===== config.mk =====
export PLATFORM = sky130hd
export DESIGN_NAME = kcs_ram
export DESIGN_NICKNAME = d
export VERILOG_FILES = /design/src/hw/rtl/kcs_ram.sv
export SDC_FILE = /design/constraint.sdc
export NUM_CORES = 2
export LEC_CHECK = 0
export BUFFER_PORTS_ARGS = -buffer_cell sky130_fd_sc_hd__buf_2
export CAP_MARGIN = 20
export CORE_ASPECT_RATIO = 1.25
export CORE_MARGIN = 1
export CORE_UTILIZATION = 57
export DETAILED_ROUTE_END_ITERATION = 8
export PLACE_DENSITY = 0.86
export RECOVER_POWER = 100
export SLEW_MARGIN = 40
export SYNTH_ARGS = -nofsm -noshare
export SYNTH_HDL_FRONTEND = slang
export SYNTH_SLANG_ARGS = --single-unit

===== constraint.sdc =====
create_clock -name clock -period 3.71 [get_ports clock]
set_input_delay 0.371 -clock clock [delete_from_list [all_inputs] [get_ports clock]]
set_output_delay 0.371 -clock clock [all_outputs]
set_load 0.03 [all_outputs]

===== src/hw/rtl/kcs_ram.sv =====
// Generic single write, single read RAM with registered read data.
// Depends on nothing.
`timescale 1ns / 1ps

module kcs_ram #(
   parameter int WIDTH = 32,
   parameter int DEPTH = 64
) (
   input  logic                     clock,
   input  logic                     wr_en,
   input  logic [$clog2(DEPTH)-1:0] wr_addr,
   input  logic [WIDTH-1:0]         wr_data,
   input  logic [$clog2(DEPTH)-1:0] rd_addr,
   output logic [WIDTH-1:0]         rd_data
);

   logic [WIDTH-1:0] mem_ff [DEPTH];
   logic [WIDTH-1:0] rd_data_ff;

   always_ff @(posedge clock) begin
      if (wr_en) begin
         mem_ff[wr_addr] <= wr_data;
      end
      rd_data_ff <= mem_ff[rd_addr];
   end

   assign rd_data = rd_data_ff;

endmodule


== After elaboration in Yosys (flattened, before gate mapping) ==
Memory sizes are Yosys's and may differ from the RTL's. A register that Yosys moved wholly into a read port is not among the register bits.
Index checks and enable logic that the tools add are counted.

* Register bits: 0
* RAM bits: 2048
* Input bits: 46
* Output and inout port bits: 32
* Logic and storage cells: 3
* Memories: 1

{| class="wikitable"
|+ Memory list
! memory !! words !! width !! rd ports !! clocked after memory_dff !! write ports !! RTL line !! source
|-
| mem_ff || 64 || 32 || 1 || 1 || 1 || 17 || <nowiki>logic [WIDTH-1:0] mem_ff [DEPTH];</nowiki>
|}

* Multiplexer cells: 2

{| class="wikitable"
|+ Operators with widths
! kind !! number
|-
| 1-bit 2-to-1 mux || 2
|}

== Logic depth before layout (Yosys ltp) ==
* Depth in word-level cells: 2
* Mapped depth: 10
* Gate-level depth less buffers: 5

== Worst setup path before layout ==
No wires, ideal clock.

* Path type: input to register
* Start: input wr_addr[3]
* End: memory mem_ff[48][0] (enable)
* Library setup time: 0.461 ns
* Arrival time: 3.070 ns
* Data required time: 3.249 ns
* Slack: 0.179 ns
* Cell stages on the path: 4
* Buffers on the path: 1
* Cell sequence: clkbuf_1 nor2b_1 nand4b_1 nor3_1

{| class="wikitable"
|+ RTL lines
! item !! RTL line !! source
|-
| start, declared || 11 || <nowiki>input logic [$clog2(DEPTH)-1:0] wr_addr,</nowiki>
|-
| end, declared || 17 ||
|}

No word-level cell before the write port.

== Final worst setup path ==
* Start: input wr_en
* End: memory mem_ff[55][28] (enable)

* Longest elaborated chain between the ends: 2

{| class="wikitable"
|+ Ends and longest elaborated chain
! item !! RTL line !! source
|-
| start, declared || 10 || <nowiki>input logic wr_en,</nowiki>
|-
| 1-bit 2-to-1 mux || 21 || <nowiki>if (wr_en) begin</nowiki>
|-
| 1-bit 2-to-1 mux (implied by the code) || 22 || <nowiki>mem_ff[wr_addr] <= wr_data;</nowiki>
|}

No other way between the ends.

==> results.py <==
metrics = {
    "worst_setup_path": {
        "crit_arrival_ps": 3720,
        "cp.required_ps": 4070,
        "cp_slowest_stage_delay_ps": 2220,
        "critPathLaunch": "wr_en",
        "worst_path_dominant_cell_family": "buffers and inverters",
        "r2r_start": "mem_ff[26][29]$_DFFE_PP_",
        "crit_fanout": 32,
        "setup.worst_path.start_class": "input port",
        "cpMaxStageDelayCell": "clkbuf_1",
        "worstSetupPathType": "input port to register",
        "critPathCaptureType": "register",
        "cp_num_buf_inv": 2,
        "cp_cell_sequence": "buf_2, nor2b_1, nand4_1, nor2_4, clkbuf_1",
    },
    "sta": {
        "rsz0062_at_grt": "no",
        "setup_viol": 0,
        "fmax_ghz": 0.298,
        "tightestPinTransition_ps": 3390,
        "slew_violations": 2901,
        "tns_ps": 0,
        "period_share_pct": 90.4,
        "slew_headroom_pct": -126,
        "period_needed_ps": 3350,
        "worst_clock_skew_ps": 33.1,
        "hold_viol_final": 0,
    },
    "synth": {
        "syn-cell-area_mm2": 0.0785,
        "yosysWarnings": 0,
        "ys_ff_latch": 2080,
        "synth.top_cell.area_share_pct": 78.3,
        "avgSynthCellArea_um2": 23.6,
        "synthFlopType": "edfxtp_1",
        "synthCells": 3324,
        "synth_area_leaders": "edfxtp_1 78%, mux4_2 16%, mux2i_1 1.2%",
        "synth.distinct_cells": 34,
        "synth_nets": 3370,
        "postSynth.asyncResetShare_pct": 0,
        "synth-edff-count": 2048,
        "synth_top_area_cell": "edfxtp_1",
        "seq_area_frac_synth_pct": 79.1,
    },
    "grt": {
        "grt_pass1_wl_mm": 320,
        "grt_pass1_vias": 41938,
        "grt_start_max_net_pins": 80,
        "grt_overflow_total": 0,
        "antenna_found_initial": 20,
        "grt_usage_pct": 33.5,
    },
    "routing": {
        "via_per_inst": 7.48,
        "wl_met1_mm": 67.8,
        "wl_met3_mm": 32.5,
        "routed-wl-met2_mm": 112,
        "routed_wl_mm": 231,
        "firstDrtPassIters": 7,
        "wl_per_cell_um": 42.2,
        "drtAntennaViolNets": 0,
        "routed.top_layer": "met5",
        "drtIter0Drc": 7832,
        "vias": 40981,
        "route.detailed.drc": 0,
    },
    "layout": {
        "drive_above_1_share_pct": 26.8,
        "multiInputGateArea_mm2": 0.0158,
        "fin_cells": 5477,
        "register_area_mm2": 0.0621,
        "final_util_pct": 64.5,
        "design_area_mm2": 0.0877,
        "nFillCells": 7907,
        "area_growth_pct": 11.7,
        "nets": 3601,
    },
    "outcome": {
        "status": "complete, but fails checks",
        "violations": "max-capacitance violations, max-slew violations",
    },
    "clocking": {
        "worst_skew_pair.late_latency_ps": 830,
        "cts_root_buf": "clkbuf_16",
        "clkTransAtPathRegs_ps": 70,
        "cts_tree": "done",
        "cts_buffer_depth": 3,
        "cts_num_sinks": 2080,
        "cts_setup_buffers": 0,
        "hold_buffers": 0,
        "numCtsBuffers": 179,
        "cts-htree-levels": 4,
        "cts_resized": 0,
    },
    "power_and_ir_drop": {
        "power_switching_mw": 10.7,
        "internal-power_mw": 37.5,
        "p_seq_share_pct": 54.4,
        "vdd_ir_drop_max_uv": 633,
        "p_sw_share_pct": 22.2,
        "pwr-share-comb_pct": 5.3,
        "power.leakage_nw": 27.2,
        "clockPowerShare_pct": 40.3,
        "powerDensity_mw_per_mm2": 549,
    },
    "worst_hold_path": {
        "min_path_type": "input port to register",
        "worstHoldStart": "rd_addr[4]",
    },
    "placement": {
        "dp_hpwl_mm": 112,
        "dpl.cell_count": 5130,
        "place_area_mm2": 0.0823,
        "gp_congestion": 0.823,
        "io_buffers": 77,
    },
    "floorplanning": {
        "num_io_pins": 78,
        "die_x_um": 334,
        "row_count": 151,
        "start_util_pct": 57.7,
        "core_mm2": 0.136,
        "die-height_um": 417,
        "die_area_mm2": 0.139,
    },
    "flow_run": {
        "drv_cap": 67,
    },
}
## flip-flops by register name, indices dropped and copies added, names as in the netlist
name and cells:
rd_data 32, mem_ff 2048
## power by group through the flow
stage | Clock (mW) | Sequential, mW | Combinational (mW)
2_1_floorplan | 0 | 26.7 | 1.27
3_3_place_gp | 0 | 26.6 | 2.31
3_5_place_dp | 0 | 26.6 | 2.42
4_1_cts | 19.3 | 26.1 | 2.52
5_1_grt | 20.1 | 26.2 | 2.57
6_report | 19.4 | 26.2 | 2.54
## layout make-up
| class | count | area share (%) |
|---|---|---|
| diodes | 12 | 0.0342 |
| clock buffers | 232 | 5.47 |
| clock inverters | 100 | 1.31 |
| multi-input cells | 1062 | 18.0 |
| flip-flops and latches | 2080 | 70.8 |
| well taps | 1759 | 2.51 |
| repair buffers | 232 | 1.86 |
## per-stage QoR
stage | power (mW) | setup slack, ps | hold WS [ps]
after floorplan | 27.9 | 179 | 470
final | 48.1 | 356 | 152
after CTS | 48.0 | 1070 | 55.3
after global placement | 28.9 | 279 | 709
after global routing | 48.9 | 561 | 109
after detailed placement | 29.1 | 271 | 718
## tightest hold or removal path: cells and delay by family
kind                   cells  cell delay, ps
buffers and inverters      1             290
and+or+nand+nor            1              50
AOI/OAI and AO/OA          1             210
## Yosys cell counts, types with 5 or more instances
| library cell | instances |
|---|---|
| o22ai_1 | 84 |
| buf_1 | 21 |
| clkbuf_1 | 74 |
| nand2_1 | 26 |
| nand3_1 | 5 |
| buf_4 | 25 |
| nand2b_1 | 8 |
| mux4_2 | 544 |
| nor2_1 | 137 |
| a311oi_1 | 8 |
| o221ai_1 | 27 |
| nand3b_1 | 5 |
| dfxtp_1 | 32 |
| nor2b_1 | 15 |
| nor3_1 | 7 |
| buf_2 | 57 |
| buf_6 | 5 |
| mux2i_1 | 93 |
| a22oi_1 | 12 |
| a21oi_1 | 62 |
| edfxtp_1 | 2048 |
## layer usage
layer	global-route usage, %	vias to the layer above
met1	39.4	20735
met3	9.65	1088
li1	-	14719
met2	53.4	4425
met4	23.4	14
met5	0.244	-
## cells by family (layout without fill, tap and decap cells)
family	Yosys count	count (layout)	share of synthesized area, %
buffers and inverters	182	564	1.13
muxes	637	637	16.8
other	0	12	0
AOI/OAI and AO/OA	202	202	1.67
and+or+nand+nor	223	223	1.27
DFF	2080	2080	79.1
## placed cells by master, fill, tap and decap left out, types with 4 or more instances in the layout
cell	Yosys	routed
clkinv_8	0	9
buf_12	0	26
a41o_1	4	4
o221ai_1	27	27
mux2i_1	93	93
edfxtp_1	2048	2048
clkbuf_8	0	10
nand2_1	26	26
clkinv_2	0	31
diode_2	0	12
buf_2	57	8
bufinv_16	0	19
a22oi_1	12	12
clkinvlp_4	0	7
mux4_2	544	544
and3_1	4	4
nor3_1	7	7
dfxtp_1	32	32
nor2_4	0	36
a21oi_1	62	62
a311oi_1	8	8
buf_4	25	57
o32ai_1	4	4
nand3b_1	5	5
nor2_1	137	101
nand3_1	5	4
o22ai_1	84	83
nor2b_1	15	15
clkbuf_2	0	46
clkbuf_16	0	180
nand2b_1	8	6
clkbuf_1	74	130
clkinv_1	0	26
## worst paths after layout
| path | to | slack, ps | cells past startpoint |
|---|---|---|---|
| worst min register to register | rd_data[8]$_DFF_P_ | 810 | 4 |
| worst min-delay path | rd_data[26]$_DFF_P_ | 150 | 3 |
| worst max-delay path | mem_ff[55][28]$_DFFE_PP_ | 360 | 5 |
| worst max register to register | rd_data[29]$_DFF_P_ | 1110 | 4 |
Power figures use the tool's default switching activity.
