==> src/hw/rtl/kcs_pkg.sv <==
// Shared types and constants for the keyframe curve sampler.
// Used by the core, kcs_mul, kcs_div and the testbench; depends on nothing.
`timescale 1ns / 1ps

package kcs_pkg;

   // Keyframe store geometry.
   localparam int KEYS   = 64;
   localparam int KEY_AW = $clog2(KEYS);
   localparam int CNT_W  = $clog2(KEYS + 1);

   // Field widths.
   localparam int WORD_W    = 32;
   localparam int FRAC_BITS = 16;
   localparam int FACT_W    = FRAC_BITS + 1;
   localparam int MUL_W     = 34;
   localparam int PROD_W    = 2 * MUL_W;
   localparam int ACC_W     = 72;
   localparam int TAN_W     = 48;
   localparam int BASIS_W   = 18;
   localparam int ENTRY_W   = 4 * WORD_W;

   // Configuration port.
   localparam int CSR_IDX_W  = 2;
   localparam int CSR_DATA_W = 16;
   localparam logic [CSR_IDX_W-1:0] REG_KEY_COUNT   = 2'd0;
   localparam logic [CSR_IDX_W-1:0] REG_INTERP_MODE = 2'd1;
   localparam logic [CSR_IDX_W-1:0] REG_PLAY_SPEED  = 2'd2;
   localparam logic [CSR_IDX_W-1:0] REG_PLAY_ENABLE = 2'd3;

   // Request kinds and interpolation modes.
   localparam logic MODE_LOAD    = 1'b0;
   localparam logic MODE_ADVANCE = 1'b1;
   localparam logic [1:0] INTERP_LINEAR = 2'd0;
   localparam logic [1:0] INTERP_STEP   = 2'd1;
   localparam logic [1:0] INTERP_CUBIC  = 2'd2;

   // Arithmetic sequence steps of the shared multiplier.
   localparam int STEP_W = 4;
   localparam logic [STEP_W-1:0] STEP_SPEED   = 4'd0;
   localparam logic [STEP_W-1:0] STEP_LIN_V0  = 4'd1;
   localparam logic [STEP_W-1:0] STEP_LIN_V1  = 4'd2;
   localparam logic [STEP_W-1:0] STEP_F2      = 4'd3;
   localparam logic [STEP_W-1:0] STEP_F3      = 4'd4;
   localparam logic [STEP_W-1:0] STEP_M0      = 4'd5;
   localparam logic [STEP_W-1:0] STEP_M1      = 4'd6;
   localparam logic [STEP_W-1:0] STEP_H00     = 4'd7;
   localparam logic [STEP_W-1:0] STEP_H01     = 4'd8;
   localparam logic [STEP_W-1:0] STEP_H10_LO  = 4'd9;
   localparam logic [STEP_W-1:0] STEP_H10_HI  = 4'd10;
   localparam logic [STEP_W-1:0] STEP_H11_LO  = 4'd11;
   localparam logic [STEP_W-1:0] STEP_H11_HI  = 4'd12;
   localparam logic [STEP_W-1:0] STEP_LAST    = 4'd13;

   typedef enum logic [3:0] {
      ST_IDLE,
      ST_SRCH_RD,
      ST_SRCH_CMP,
      ST_LO_RD,
      ST_HI_RD,
      ST_HI_CAP,
      ST_DIV_INIT,
      ST_DIV_RUN,
      ST_CALC,
      ST_FINISH,
      ST_RESULT
   } state_type;

endpackage

==> src/hw/rtl/kcs_mul.sv <==
// Shared signed multiplier of the sampler with a registered product.
// Depends on kcs_pkg.
`timescale 1ns / 1ps

module kcs_mul (
   input  logic                             clock,
   input  logic signed [kcs_pkg::MUL_W-1:0]  op_a,
   input  logic signed [kcs_pkg::MUL_W-1:0]  op_b,
   output logic signed [kcs_pkg::PROD_W-1:0] product
);

   logic signed [kcs_pkg::PROD_W-1:0] prod_ff;
   logic signed [kcs_pkg::PROD_W-1:0] prod_in;

   assign prod_in = op_a * op_b;

   always_ff @(posedge clock) begin
      prod_ff <= prod_in;
   end

   assign product = prod_ff;

endmodule

==> config.mk <==
export PLATFORM = sky130hd
export DESIGN_NAME = kcs_mul
export DESIGN_NICKNAME = d
export VERILOG_FILES = /design/src/hw/rtl/kcs_pkg.sv /design/src/hw/rtl/kcs_mul.sv
export SDC_FILE = /design/constraint.sdc
export NUM_CORES = 2
export LEC_CHECK = 0
export BUFFER_PORTS_ARGS = -buffer_cell sky130_fd_sc_hd__buf_4
export CAP_MARGIN = 5
export CORE_MARGIN = 5
export CORE_UTILIZATION = 45
export CTS_CLUSTER_SIZE = 12
export DETAILED_ROUTE_END_ITERATION = 6
export GPL_ROUTABILITY_DRIVEN = 0
export GPL_TIMING_DRIVEN = 0
export PLACE_DENSITY = 0.7
export SYNTH_ARGS = -nofsm -noshare
export SYNTH_HDL_FRONTEND = slang
export SYNTH_SLANG_ARGS = --single-unit
export TNS_END_PERCENT = 5
==> constraint.sdc <==
create_clock -name clock -period 8.2 [get_ports clock]
set_input_delay 0.41 -clock clock [delete_from_list [all_inputs] [get_ports clock]]
set_output_delay 0.41 -clock clock [all_outputs]
set_load 0.005 [all_outputs]
# Yosys cells after proc, flatten, opt, wreduce, memory -nomap -nowiden

Cells that the tools add are included.

Reductions and logical operators: 0
Multipliers: 1
Multiplexer cells: 0
Div/mod/pow operators: 0
Equality and inequality tests: 0
Add/subtract/negate cells: 0
Shift-type cells: 0
Bitwise gates (word level): 0
$lt $le $gt $ge: 0

Operators by type and width:

| kind                                           | number |
|---|---|
| 34-bit by 34-bit multiplier with 68-bit output | 1 |

Input bits: 69
Bits in registers: 68
Memory bits (read-only): 0
RAM bits: 0
Memories kept: 0
Output and inout bits: 68
Bits in latches: 0

# Depth between registers and ports, before layout

Word-level depth: 1
Mapped depth: 31
Mapped depth without buffers: 29

# Worst setup path after synthesis

No wires, ideal clock.

Path type: input to register
Start point: in op_a[33] in the netlist's numbering
End point: reg prod_ff, in the netlist product[61]
Stages on the path: 23
Data arrival time: 7.720 ns
Required time: 8.128 ns
Setup time: 0.072 ns
Setup slack: 0.408 ns
Path through: clkbuf_1 nand2_1 inv_1 fa_1 fa_1 fa_1 fa_1 fa_1 fa_1 fa_1 fa_1 ha_1 clkbuf_1 a21oi_1 o21bai_1 a21oi_1 o21ai_0 and2_1 o41a_1 o21ba_2 a21o_1 a21oi_2 xnor2_1

Cells in the longest elaborated chain, start to end: 1

Ends and longest elaborated chain:

| what                                           | line          | RTL |
|---|---|---|
| start, declared                                | kcs_mul.sv:7  | `input logic signed [kcs_pkg::MUL_W-1:0] op_a,` |
| 34-bit by 34-bit multiplier with 68-bit output | kcs_mul.sv:15 | `assign prod_in = op_a * op_b;` |
| via prod_in, one bit                           | kcs_mul.sv:13 | `logic signed [kcs_pkg::PROD_W-1:0] prod_in;` |
| end signal, assigned                           | kcs_mul.sv:18 | `prod_ff <= prod_in;` |
| end, declared                                  | kcs_mul.sv:12 | `logic signed [kcs_pkg::PROD_W-1:0] prod_ff;` |

The timed path passes the listed nets, and every way through them passes these cells.

# Worst setup path after layout

Start point: in op_a[7] in the netlist's numbering
End point: reg prod_ff, in the netlist product[61]

The elaborated chain is that of the path after synthesis.

==> flow_metrics.env <==
export IMPL_first_pass_iters=6
export IMPL_finalSetupViolCount=0
export IMPL_synth_area_per_cell_sq_um=9.429
export IMPL_synth_top_cell_area_share_pct=57.56
export IMPL_cts_tree="built"
export IMPL_grt_use_total_pct=29.88
export IMPL_synth_nets=6092
export IMPL_yosys_top_cells_area="fa_1, inv_1, and2_1"
export IMPL_tightest_slew_ps=1135
export IMPL_final_cell_mix="inv_1, fa_1, and2_1"
export IMPL_hp_class="primary input to flip-flop"
export IMPL_cts_sinks=68
export IMPL_synth_top_family_by_area="adder cells"
export IMPL_cts_root_buf="clkbuf_16"
export IMPL_ant_nets=0
export IMPL_drt_total_wl_microns=149500
export IMPL_area_growth_pct=8.325
export IMPL_endpoint_kind="flip-flop"
export IMPL_antenna_found_initial=21
export IMPL_start_kind="primary input"
export IMPL_start_util_pct=45.36
export IMPL_drv_slew=0
export IMPL_largest_reg_flops=68
export IMPL_synth_xor_area_share_pct=1.562
export IMPL_grt_pass1_wl_microns=225200
export IMPL_slew_headroom_pct=24.34
export IMPL_crit_arrival_ps=8510
export IMPL_hold_violations=0
export IMPL_drt_iter0_drc=3368
export IMPL_outcome="complete, no violations"
export IMPL_synth_simple_area_share_pct=15.54
export IMPL_synth_ff_type="dfxtp_1"
export IMPL_io_pins=137
export IMPL_io_buffers=130
export IMPL_grt_start_max_net_pins=17
export IMPL_core_region_area_sq_mm=0.09515
export IMPL_route_detailed_drc=0
export IMPL_cts_clk_slew_worst_paths_ps=60
export IMPL_vias_per_cell=5.489
export IMPL_layout_commonest_cell="inv_1"
export IMPL_numCtsBuffers=9
export IMPL_synth_cells=4578
export IMPL_clockBufferDepth=2
export IMPL_yosys_warnings=0
export IMPL_ys_types=73
export IMPL_synth_edff_count=0
export IMPL_wl_per_cell_microns=24.85
export IMPL_die_width_microns=319.7
export IMPL_muxShareOfSynthArea_pct=0
export IMPL_rows=113
export IMPL_crit_type="primary input to flip-flop"
export IMPL_synth_area_leader_cell="fa_1"
export IMPL_rsz0062_at_grt="yes"
export IMPL_synth_fa_ha_area_share_pct=63.47
export IMPL_async_flop_share_pct=0
export IMPL_worstPathRequired_ps=8550
export IMPL_placedCellCount=5974
export IMPL_syn_cell_area_sq_mm=0.04317
export IMPL_grt_overflow=0
export IMPL_holdCritStartpoint="op_a[0]"
export IMPL_max_freq_mhz=122.7
export IMPL_dp_hpwl_microns=126000
export IMPL_nets=6242
export IMPL_synth_compound_area_share_pct=3.409
export IMPL_drive_gt1_share_pct=8.261
export IMPL_period_share_pct=99.42
export IMPL_grt_pass1_vias=35650
export IMPL_h_tree_depth=3
export IMPL_period_minus_slack_ps=8152
export IMPL_die_y_microns=319.7
export IMPL_crit_fanout=10
export IMPL_critPathLaunch="op_a[7]"
export IMPL_synth_seq_cells=68
export IMPL_fin_cells=6015
export IMPL_vias=33020
export IMPL_die_area_sq_mm=0.1022
export IMPL_seq_area_frac_synth_pct=3.154
export IMPL_drv_cap=0
## synthesized netlist by cell type (2+ instances only)
master     instances
xor2_1            20
a221oi_2           2
inv_1           1235
nor3_1            10
o221ai_1           2
o21ai_0           27
a211oi_1           7
o21bai_1          13
a22oi_1            2
clkbuf_1         216
o21ai_1            7
buf_2              7
nor4_1             4
dfxtp_1           68
ha_1             204
nor2_1            53
and2_1           625
a31oi_1            7
a2111oi_2          3
nand3_1            8
buf_6              5
nor2b_1            7
a21oi_1           54
nand4_1           14
a311oi_1           2
a21oi_2            4
o21ai_2            4
fa_1            1241
a21o_1            37
o211ai_1           8
a221oi_1           2
and3_1             9
nand2b_1          14
nand2_1          550
xnor2_1           57
a41oi_1            2
nor2_2             2
or3_1              3
a211o_1            3
o21a_1             6
buf_1              2
## worst max-delay path, stage by stage
cell and delay, ps:
buf_4 160, clkbuf_1 700, and2_1 250, fa_1 440, fa_1 520, inv_1 50, fa_1 460, fa_1 480
fa_1 500, inv_1 50, fa_1 570, fa_1 520, inv_1 50, fa_1 490, inv_1 40, ha_1 370
a21oi_2 210, o21ai_2 120, a31o_1 230, a31oi_4 360, a2111oi_4 100, buf_6 190, o41a_1 490, o21ba_4 240
a21o_1 180, a21oi_2 170, xnor2_2 140
## path summary, 6_finish.rpt
kind,endpoint,slack (ps),cells past startpoint
setup / recovery,product[61]$_DFF_P_,50,27
hold / removal,product[0]$_DFF_P_,370,2
## cells by family (layout without fill, tap and decap cells)
family	after synthesis	count (layout)
XOR/XNOR	77	77
flip-flops	68	68
other	0	17
AO/OA/AOI/OAI	211	211
AND/OR/NAND/NOR	1310	1310
buffers and inverters	1467	1622
adder cells (fa/ha/maj)	1445	1445
## stage by stage
step | instance area [sq um] | hold WS (ps) | worst slack [ps] | setup TNS (ps) | utilization [%]
after floorplan | 43170 | 537.3 | 407.7 | 0 | -
after global placement | 45720 | 776.1 | -2537 | -41980 | 48.05
after detailed placement | 45760 | 781.2 | -2136 | -36130 | 48.09
after CTS | 46450 | 344.4 | -74.88 | -98.40 | 48.81
after global routing | 46720 | 343.6 | -69.87 | -343.1 | 49.10
final | 46760 | 365.7 | 47.64 | 0 | 49.14
## layer usage
layer  up-vias  share of wire [%]  routed length [microns]  track usage [%]
li1      13230                  -                        -                -
met1     16780                 35                    51660            36.63
met2      2350                 43                    65010            44.54
met3       637                 13                    19820            11.12
met4        16                8.6                    12860            19.37
met5         -              0.071                      106                0
## final cells by class
type / instances / area [sq um]
sequential: 68 / 1361
tap: 1265 / 1583
fill: 8768 / 48390
timing repair buffer: 144 / 1117
clock inverter: 3 / 67.56
antenna: 17 / 42.54
multi-input combinational: 3043 / 36470
clock buffer: 13 / 270.3
inverter: 1236 / 4643
buffer: 226 / 1204
## timing repair
action,4_1_cts,5_1_grt
resized for setup,120,264
setup endpoints to repair,30,22
hold buffers,0,0
setup buffers,11,3
cloned,0,0
hold endpoints to repair,0,0
pin swaps,6,11
Power is not shown: default switching activity piles up to over one toggle a cycle in this logic, so the estimate is an artifact.
