**config.mk**
```make
export PLATFORM = sky130hd
export DESIGN_NAME = kcs_div
export DESIGN_NICKNAME = d
export VERILOG_FILES = /design/src/hw/rtl/kcs_pkg.sv /design/src/hw/rtl/kcs_div.sv
export SDC_FILE = /design/constraint.sdc
export NUM_CORES = 1
export LEC_CHECK = 0
export CORE_UTILIZATION = 45
export CTS_CLUSTER_SIZE = 24
export DETAILED_ROUTE_END_ITERATION = 16
export DONT_BUFFER_PORTS = 1
export PLACE_DENSITY = 0.61
export SLEW_MARGIN = 20
export SYNTH_ARGS = -nofsm -noshare
export SYNTH_HDL_FRONTEND = slang
export SYNTH_SLANG_ARGS = --single-unit
```
**constraint.sdc**
```tcl
create_clock -name clock -period 3.43 [get_ports clock]
set_input_delay 0.686 -clock clock [delete_from_list [all_inputs] [get_ports clock]]
set_output_delay 0.686 -clock clock [all_outputs]
set_load 0.1 [all_outputs]
```
**src/hw/rtl/kcs_pkg.sv**
```systemverilog
// Shared types and constants for the keyframe curve sampler.
// Used by the core, kcs_mul, kcs_div and the testbench; depends on nothing.
`timescale 1ns / 1ps

package kcs_pkg;

   // Keyframe store geometry.
   localparam int KEYS   = 64;
   localparam int KEY_AW = $clog2(KEYS);
   localparam int CNT_W  = $clog2(KEYS + 1);

   // Field widths.
   localparam int WORD_W    = 32;
   localparam int FRAC_BITS = 16;
   localparam int FACT_W    = FRAC_BITS + 1;
   localparam int MUL_W     = 34;
   localparam int PROD_W    = 2 * MUL_W;
   localparam int ACC_W     = 72;
   localparam int TAN_W     = 48;
   localparam int BASIS_W   = 18;
   localparam int ENTRY_W   = 4 * WORD_W;

   // Configuration port.
   localparam int CSR_IDX_W  = 2;
   localparam int CSR_DATA_W = 16;
   localparam logic [CSR_IDX_W-1:0] REG_KEY_COUNT   = 2'd0;
   localparam logic [CSR_IDX_W-1:0] REG_INTERP_MODE = 2'd1;
   localparam logic [CSR_IDX_W-1:0] REG_PLAY_SPEED  = 2'd2;
   localparam logic [CSR_IDX_W-1:0] REG_PLAY_ENABLE = 2'd3;

   // Request kinds and interpolation modes.
   localparam logic MODE_LOAD    = 1'b0;
   localparam logic MODE_ADVANCE = 1'b1;
   localparam logic [1:0] INTERP_LINEAR = 2'd0;
   localparam logic [1:0] INTERP_STEP   = 2'd1;
   localparam logic [1:0] INTERP_CUBIC  = 2'd2;

   // Arithmetic sequence steps of the shared multiplier.
   localparam int STEP_W = 4;
   localparam logic [STEP_W-1:0] STEP_SPEED   = 4'd0;
   localparam logic [STEP_W-1:0] STEP_LIN_V0  = 4'd1;
   localparam logic [STEP_W-1:0] STEP_LIN_V1  = 4'd2;
   localparam logic [STEP_W-1:0] STEP_F2      = 4'd3;
   localparam logic [STEP_W-1:0] STEP_F3      = 4'd4;
   localparam logic [STEP_W-1:0] STEP_M0      = 4'd5;
   localparam logic [STEP_W-1:0] STEP_M1      = 4'd6;
   localparam logic [STEP_W-1:0] STEP_H00     = 4'd7;
   localparam logic [STEP_W-1:0] STEP_H01     = 4'd8;
   localparam logic [STEP_W-1:0] STEP_H10_LO  = 4'd9;
   localparam logic [STEP_W-1:0] STEP_H10_HI  = 4'd10;
   localparam logic [STEP_W-1:0] STEP_H11_LO  = 4'd11;
   localparam logic [STEP_W-1:0] STEP_H11_HI  = 4'd12;
   localparam logic [STEP_W-1:0] STEP_LAST    = 4'd13;

   typedef enum logic [3:0] {
      ST_IDLE,
      ST_SRCH_RD,
      ST_SRCH_CMP,
      ST_LO_RD,
      ST_HI_RD,
      ST_HI_CAP,
      ST_DIV_INIT,
      ST_DIV_RUN,
      ST_CALC,
      ST_FINISH,
      ST_RESULT
   } state_type;

endpackage

```
**src/hw/rtl/kcs_div.sv**
```systemverilog
// Restoring divider giving the interpolation factor one quotient bit a cycle.
// Depends on kcs_pkg; the dividend must be below the divisor.
`timescale 1ns / 1ps

module kcs_div (
   input  logic                            clock,
   input  logic                            reset,
   input  logic                            start,
   input  logic [kcs_pkg::WORD_W-1:0]      dividend,
   input  logic [kcs_pkg::WORD_W-1:0]      divisor,
   output logic                            done,
   output logic [kcs_pkg::FRAC_BITS-1:0]   quotient
);

   localparam int CW = $clog2(kcs_pkg::FRAC_BITS + 1);

   logic [kcs_pkg::WORD_W:0]          rem_ff, rem_in;
   logic [kcs_pkg::WORD_W-1:0]        dsr_ff, dsr_in;
   logic [kcs_pkg::FRAC_BITS-1:0]     quo_ff, quo_in;
   logic [CW-1:0]                     cnt_ff, cnt_in;
   logic                              done_ff, done_in;
   logic [kcs_pkg::WORD_W:0]          shifted;

   always_comb begin
      rem_in  = rem_ff;
      dsr_in  = dsr_ff;
      quo_in  = quo_ff;
      cnt_in  = cnt_ff;
      done_in = 1'b0;
      shifted = {rem_ff[kcs_pkg::WORD_W-1:0], 1'b0};
      if (start) begin
         rem_in = {1'b0, dividend};
         dsr_in = divisor;
         quo_in = '0;
         cnt_in = CW'(kcs_pkg::FRAC_BITS);
      end else if (cnt_ff != '0) begin
         if (shifted >= {1'b0, dsr_ff}) begin
            rem_in = shifted - {1'b0, dsr_ff};
            quo_in = {quo_ff[kcs_pkg::FRAC_BITS-2:0], 1'b1};
         end else begin
            rem_in = shifted;
            quo_in = {quo_ff[kcs_pkg::FRAC_BITS-2:0], 1'b0};
         end
         cnt_in  = cnt_ff - 1'b1;
         done_in = (cnt_ff == CW'(1));
      end
   end

   always_ff @(posedge clock) begin
      if (reset) begin
         cnt_ff  <= '0;
         done_ff <= 1'b0;
      end else begin
         cnt_ff  <= cnt_in;
         done_ff <= done_in;
      end
      rem_ff <= rem_in;
      dsr_ff <= dsr_in;
      quo_ff <= quo_in;
   end

   assign done     = done_ff;
   assign quotient = quo_ff;

endmodule

```
; Word level (Yosys, flattened, before mapping)
; Index checks and enable logic that the tools add are counted.
[totals]
regBits = 86
in_bits = 67
output_inout_bits = 17
word_cells = 21
[classes]
add_sub_neg = 2
magnitude_cmp = 1
n_eq_ne = 1
mux = 6
bitwise_logic = 1
n_reduce_logical = 4
[op_table]
columns = cell, n
row1 = $mux 32, 3
row2 = $ge 33x32->1, 1
row3 = $sub 32x32->32, 1
row4 = $mux 5, 2
row5 = $eq 5x1->1 const B, 1
row6 = $reduce_bool 5->1, 1
row7 = $sub 5x1->5 const B, 1
row8 = $reduce_or 3->1, 1
row9 = $reduce_bool 2->1, 1
row10 = $reduce_or 2->1, 1
row11 = $mux 1, 1
row12 = $not 1->1, 1

; Depth between registers and ports, before layout
[logic_depth]
word_depth = 4
ltp_mapped = 15
mapped_depth_nobuf = 12

; Worst setup path after synthesis
; No wires, ideal clock.
[synth_path]
kind = register -> register
startpoint = reg rem_ff[0] (netlist name)
endpoint = reg rem_ff[28] (netlist name), data pin
setup_ns = 0.261
arrival_time_ns = 2.479
required_time_ns = 3.169
slack_ns = 0.691
stages_incl_launch_ff = 11
n_path_buf = 0
synth_period_minus_slack_ns = 2.739
cell_sequence = edfxtp_1 inv_1 fa_1 nand2b_1 a21oi_1 a21oi_1 o31ai_1 a221oi_2 o32ai_1 xor2_1 a221o_1
[synth_via]
elab_chain_len = 4
word_cells_on_any_way = 5
classes_between = 1 x add/sub / 1 x order compare / 3 x mux
[synth_rtl]
columns = element, line_no
row1 = "start, declared", kcs_div.sv:17  ; logic [kcs_pkg::WORD_W:0] rem_ff, rem_in;
row2 = "start signal, assigned", kcs_div.sv:57  ; rem_ff <= rem_in;
row3 = $sub 32x32->32 / $ge 33x32->1 (equally long branches), "kcs_div.sv:38, kcs_div.sv:37"
row4 = $mux 32 *, kcs_div.sv:37  ; if (shifted >= {1'b0, dsr_ff}) begin
row5 = $mux 32 *, kcs_div.sv:36  ; end else if (cnt_ff != '0) begin
row6 = $mux 32 *, kcs_div.sv:31  ; if (start) begin
row7 = net rem_in (one bit), kcs_div.sv:17
; The timed path passes the listed nets; every way through them passes the cells marked *. The select of a mux whose other input is x is not followed.
; A chain may end at the register's enable or synchronous reset.

; Worst setup path after layout
; Ends and elaborated chain as after synthesis.

==> metrics.md <==
| Metric | Value |
|---|---|
| Initial Util | `46.9%` |
| Clock insertion delay at the later pin of the skew report | `0.36 ns` |
| Proportion of netlist area held by the largest area contributor | `roughly 35%` |
| Maximum net fanout on the critical path | `4` |
| Crit share post-route | `a little over 90%` |
| Total buffers and inverters traversed by the critical path | `1` |
| Critical path arrival | `3.29 ns` |
| Req. time, crit path | `approximately 3.5 ns` |
| Layout Skew | `0.0116 ns` |
| Syn Std Cell Area | `~5400 sq um` |
| Rel. slew slack | `30.0%` |
| Clk buf depth | `2` |
| Area of placed instances | `roughly 5500 sq um` |
| Number of antenna cells inserted | `0` |
| Core region area | `11600 sq um` |
| Number of nets in the final layout | `674` |
| Async set-or-reset flop fraction in the synthesized netlist | `0%` |
| Clock tree from TritonCTS | `built` |
| IR drop worst, VDD | `around 0.46 mV` |
| Hold_ws | `roughly 0.40 ns` |
| CTS buffer count | `9` |
| LEAKAGE | `approximately 2.3 nW` |
| Worst setup EP type | `register` |
| Number of buffers added to fix hold violations after cts | `0` |
| Slowest stage cell, crit path | `fa_1` |
| DR vias/cell | `around 5.6` |
| Global route overflow | `0` |
| Initial antenna violation count | `0` |
| Pwr Density | `between 900 and 1000 nW/um^2` |
| H-tree level count | `3` |
| Cells along the critical path | `inv_1, fa_1, nand2b_1, a21oi_1, a21oi_1, o31ai_1, a221oi_2, o32ai_1, xor2_1, a221o_1` |
| Synth Flop Type | `edfxtp_1` |
| Setup fix buffers added after clock tree synthesis | `0` |
| Worst hold path type | `primary input to register` |
| Post-route antenna net violation count | `0` |
| Total of max-cap violations | `0` |
| Status | `finished, violations left` |
| Post-route core utilization | `50.3%` |
| Final number of setup-violating endpoints | `0` |
| Post-route total power | `between 5 and 6 mW` |
| Width of the die | `112 um` |
| Clock-pin transition on the worst setup and hold timing paths | `approximately 0.070 ns` |
| Warning count from the yosys run | `0` |
| Via count of the first global-routing pass | `about 4100` |
| Total clock sinks | `86` |
| Sum Neg Setup Slack | `0 ns` |
| Failing checks | `DRC` |
| Root buffer selected by CTS | `clkbuf_16` |
| Average footprint of a synthesized cell | `between 9 and 10 sq um` |
| Setup repair after global routing missed its margin | `no` |
| Post-synthesis to final-layout area growth | `7.22%` |
| Input/output buffers | `0` |
| Number of instances in the synthesized netlist | `581` |
| GR Util All Layers | `between 20% and 30%` |
| Total wire length | `11900 um` |
| Wire length of the first global-routing pass | `19700 um` |
| Final Hold Viols | `0` |
| Share of layout cells above drive strength 1 | `between 7 and 8%` |
| Largest cells by area after synthesis | `edfxtp_1 (35%), dfxtp_1 (8.1%), ha_1 (8.1%)` |
| Pin slew with the least headroom to its limit | `1.05 ns` |
| Max incr delay on CP | `between 0.4 and 0.5 ns` |
| Weighted congestion reported at the end of routability-driven placement | `0.860` |
| Final Max Slew Viols | `0` |
| Largest net degree at the start of global routing | `94` |
| Die area | `between 10000 and 15000 sq um` |
| Vertical die dimension | `roughly 110 um` |
| Wirelength per Cell | `16.5 um` |
| Sequential fraction of the synthesis area | `~44%` |
| Half-perimeter wire length of the detailed placement result | `about 8500 um` |
| Number of enable-type register cells in the synthesized netlist | `between 60 and 70` |
| Flop and latch count out of synthesis | `86` |
| Post-layout minimum cycle time | `around 3.2 ns` |
| Most numerous cell on the critical path | `a21oi_1` |
| Type of the setup path with the least slack | `register to register` |
| Cell taking the most area after synthesis | `edfxtp_1` |
| Total DRC errors in the routed layout | `1` |
| Post-layout instance area | `just under 6000 sq um` |
| Number of cell rows | `39` |
| Top cell family by delay on the critical path | `compound AO/OA/AOI/OAI gates` |
| Detailed Route Iter0 Violations | `between 150 and 200` |
| Via count | `approximately 4000` |
| Post-synth net total | `between 600 and 700` |
| Top-level port count | `84` |
| Cell variety after synth | `slightly below 60` |
| Category of the worst setup path launch point | `register` |
| Router iterations before antenna repair | `10` |
| Fmax | `between 300 and 400 MHz` |
[path summary, 6_finish.rpt]
path | from | endpoint | slack [ns] | cells past startpoint
max | rem_ff[0] | rem_ff[28] | 0.24 | 10
min | reset | cnt_ff[4] | 0.40 | 1
max reg2reg | rem_ff[0] | rem_ff[28] | 0.24 | 10
min reg2reg | cnt_ff[1] | cnt_ff[1] | 0.53 | 2
[report_power, final]
part           leakage, nW  switching (mW)  internal, mW
clock network        0.149           0.442         0.544
registers            0.818           0.237          1.47
logic                 1.34            1.82          1.29
total                 2.31            2.50          3.31
[state kept, by name, indices dropped and copies added (netlist names)]
register	flops
dsr_ff	32
rem_ff	32
quotient	16
done	1
cnt_ff	5
[synthesized netlist by cell type (all sizes together), types with 13 or more instances]
library cell,number
nand2,70
a21oi,68
edfxtp,64
inv,51
nor2,43
ha,35
o21ai,30
dfxtp,22
buf,19
o21a,18
xnor2,16
a211oi,13
[what timing repair did]
action | in CTS | in global routing
setup endpoints to repair | 0 | 6
gates resized for setup | 0 | 1
endpoints found under the hold margin | 0 | 0
[cells by family (layout without fill, tap and decap cells)]
family                   count (synthesis)  count (layout)  share of synthesized area [%]
AO/OA/AOI/OAI                          176             176                           21.3
XOR/XNOR                                27              27                           4.36
adder cells (fa/ha/maj)                 36              36                           8.45
buffers and inverters                   82              77                           6.65
flip-flops                              86              86                           43.6
multiplexers                             8               8                           1.59
AND/OR/NAND/NOR                        166             166                           14.1
[metal layers]
layer  wire (um)  track usage, %  vias up
li1            -               -     2062
met1        5480            24.8     1896
met2        5430            32.5       83
met3         827            8.06       12
met4         158            6.40        0
met5           0               0        -
[stage by stage]
step / std cells / setup WS [ns]
2_1_floorplan: 581 / 0.691
3_3_place_gp: 703 / 0.249
3_5_place_dp: 703 / 0.186
6_report: 719 / 0.245
4_1_cts: 719 / 0.149
5_1_grt: 719 / 0.0240
[cell usage in the layout (no fill, tap or decap), types with 4 or more instances in the layout]
cell type / instances
o21ai_1: 8
inv_1: 50
o211ai_1: 4
clkbuf_16: 10
mux2_2: 5
a21oi_1: 65
o21a_1: 18
buf_4: 10
nor3_1: 11
xor2_1: 11
a21o_1: 11
o31ai_1: 4
nand2b_1: 5
nand3_1: 5
nand2_1: 70
dfxtp_1: 22
o21bai_1: 6
nor4_1: 6
xnor2_1: 16
nand4_1: 9
ha_1: 35
nor2_1: 43
and3_1: 6
o21ai_0: 21
edfxtp_1: 64
a211oi_1: 12
[layout make-up]
| cell class | instances | area (sq um) |
|---|---|---|
| fill | 1084 | 5750 |
| multi-input combinational | 413 | 2710 |
| sequential | 86 | 2360 |
| clock buffer | 10 | 250 |
| inverter | 51 | 191 |
| tap | 143 | 179 |
| timing repair buffer | 10 | 75.1 |
| clock inverter | 6 | 48.8 |
Note: power is estimated with default switching activity, not from simulation.
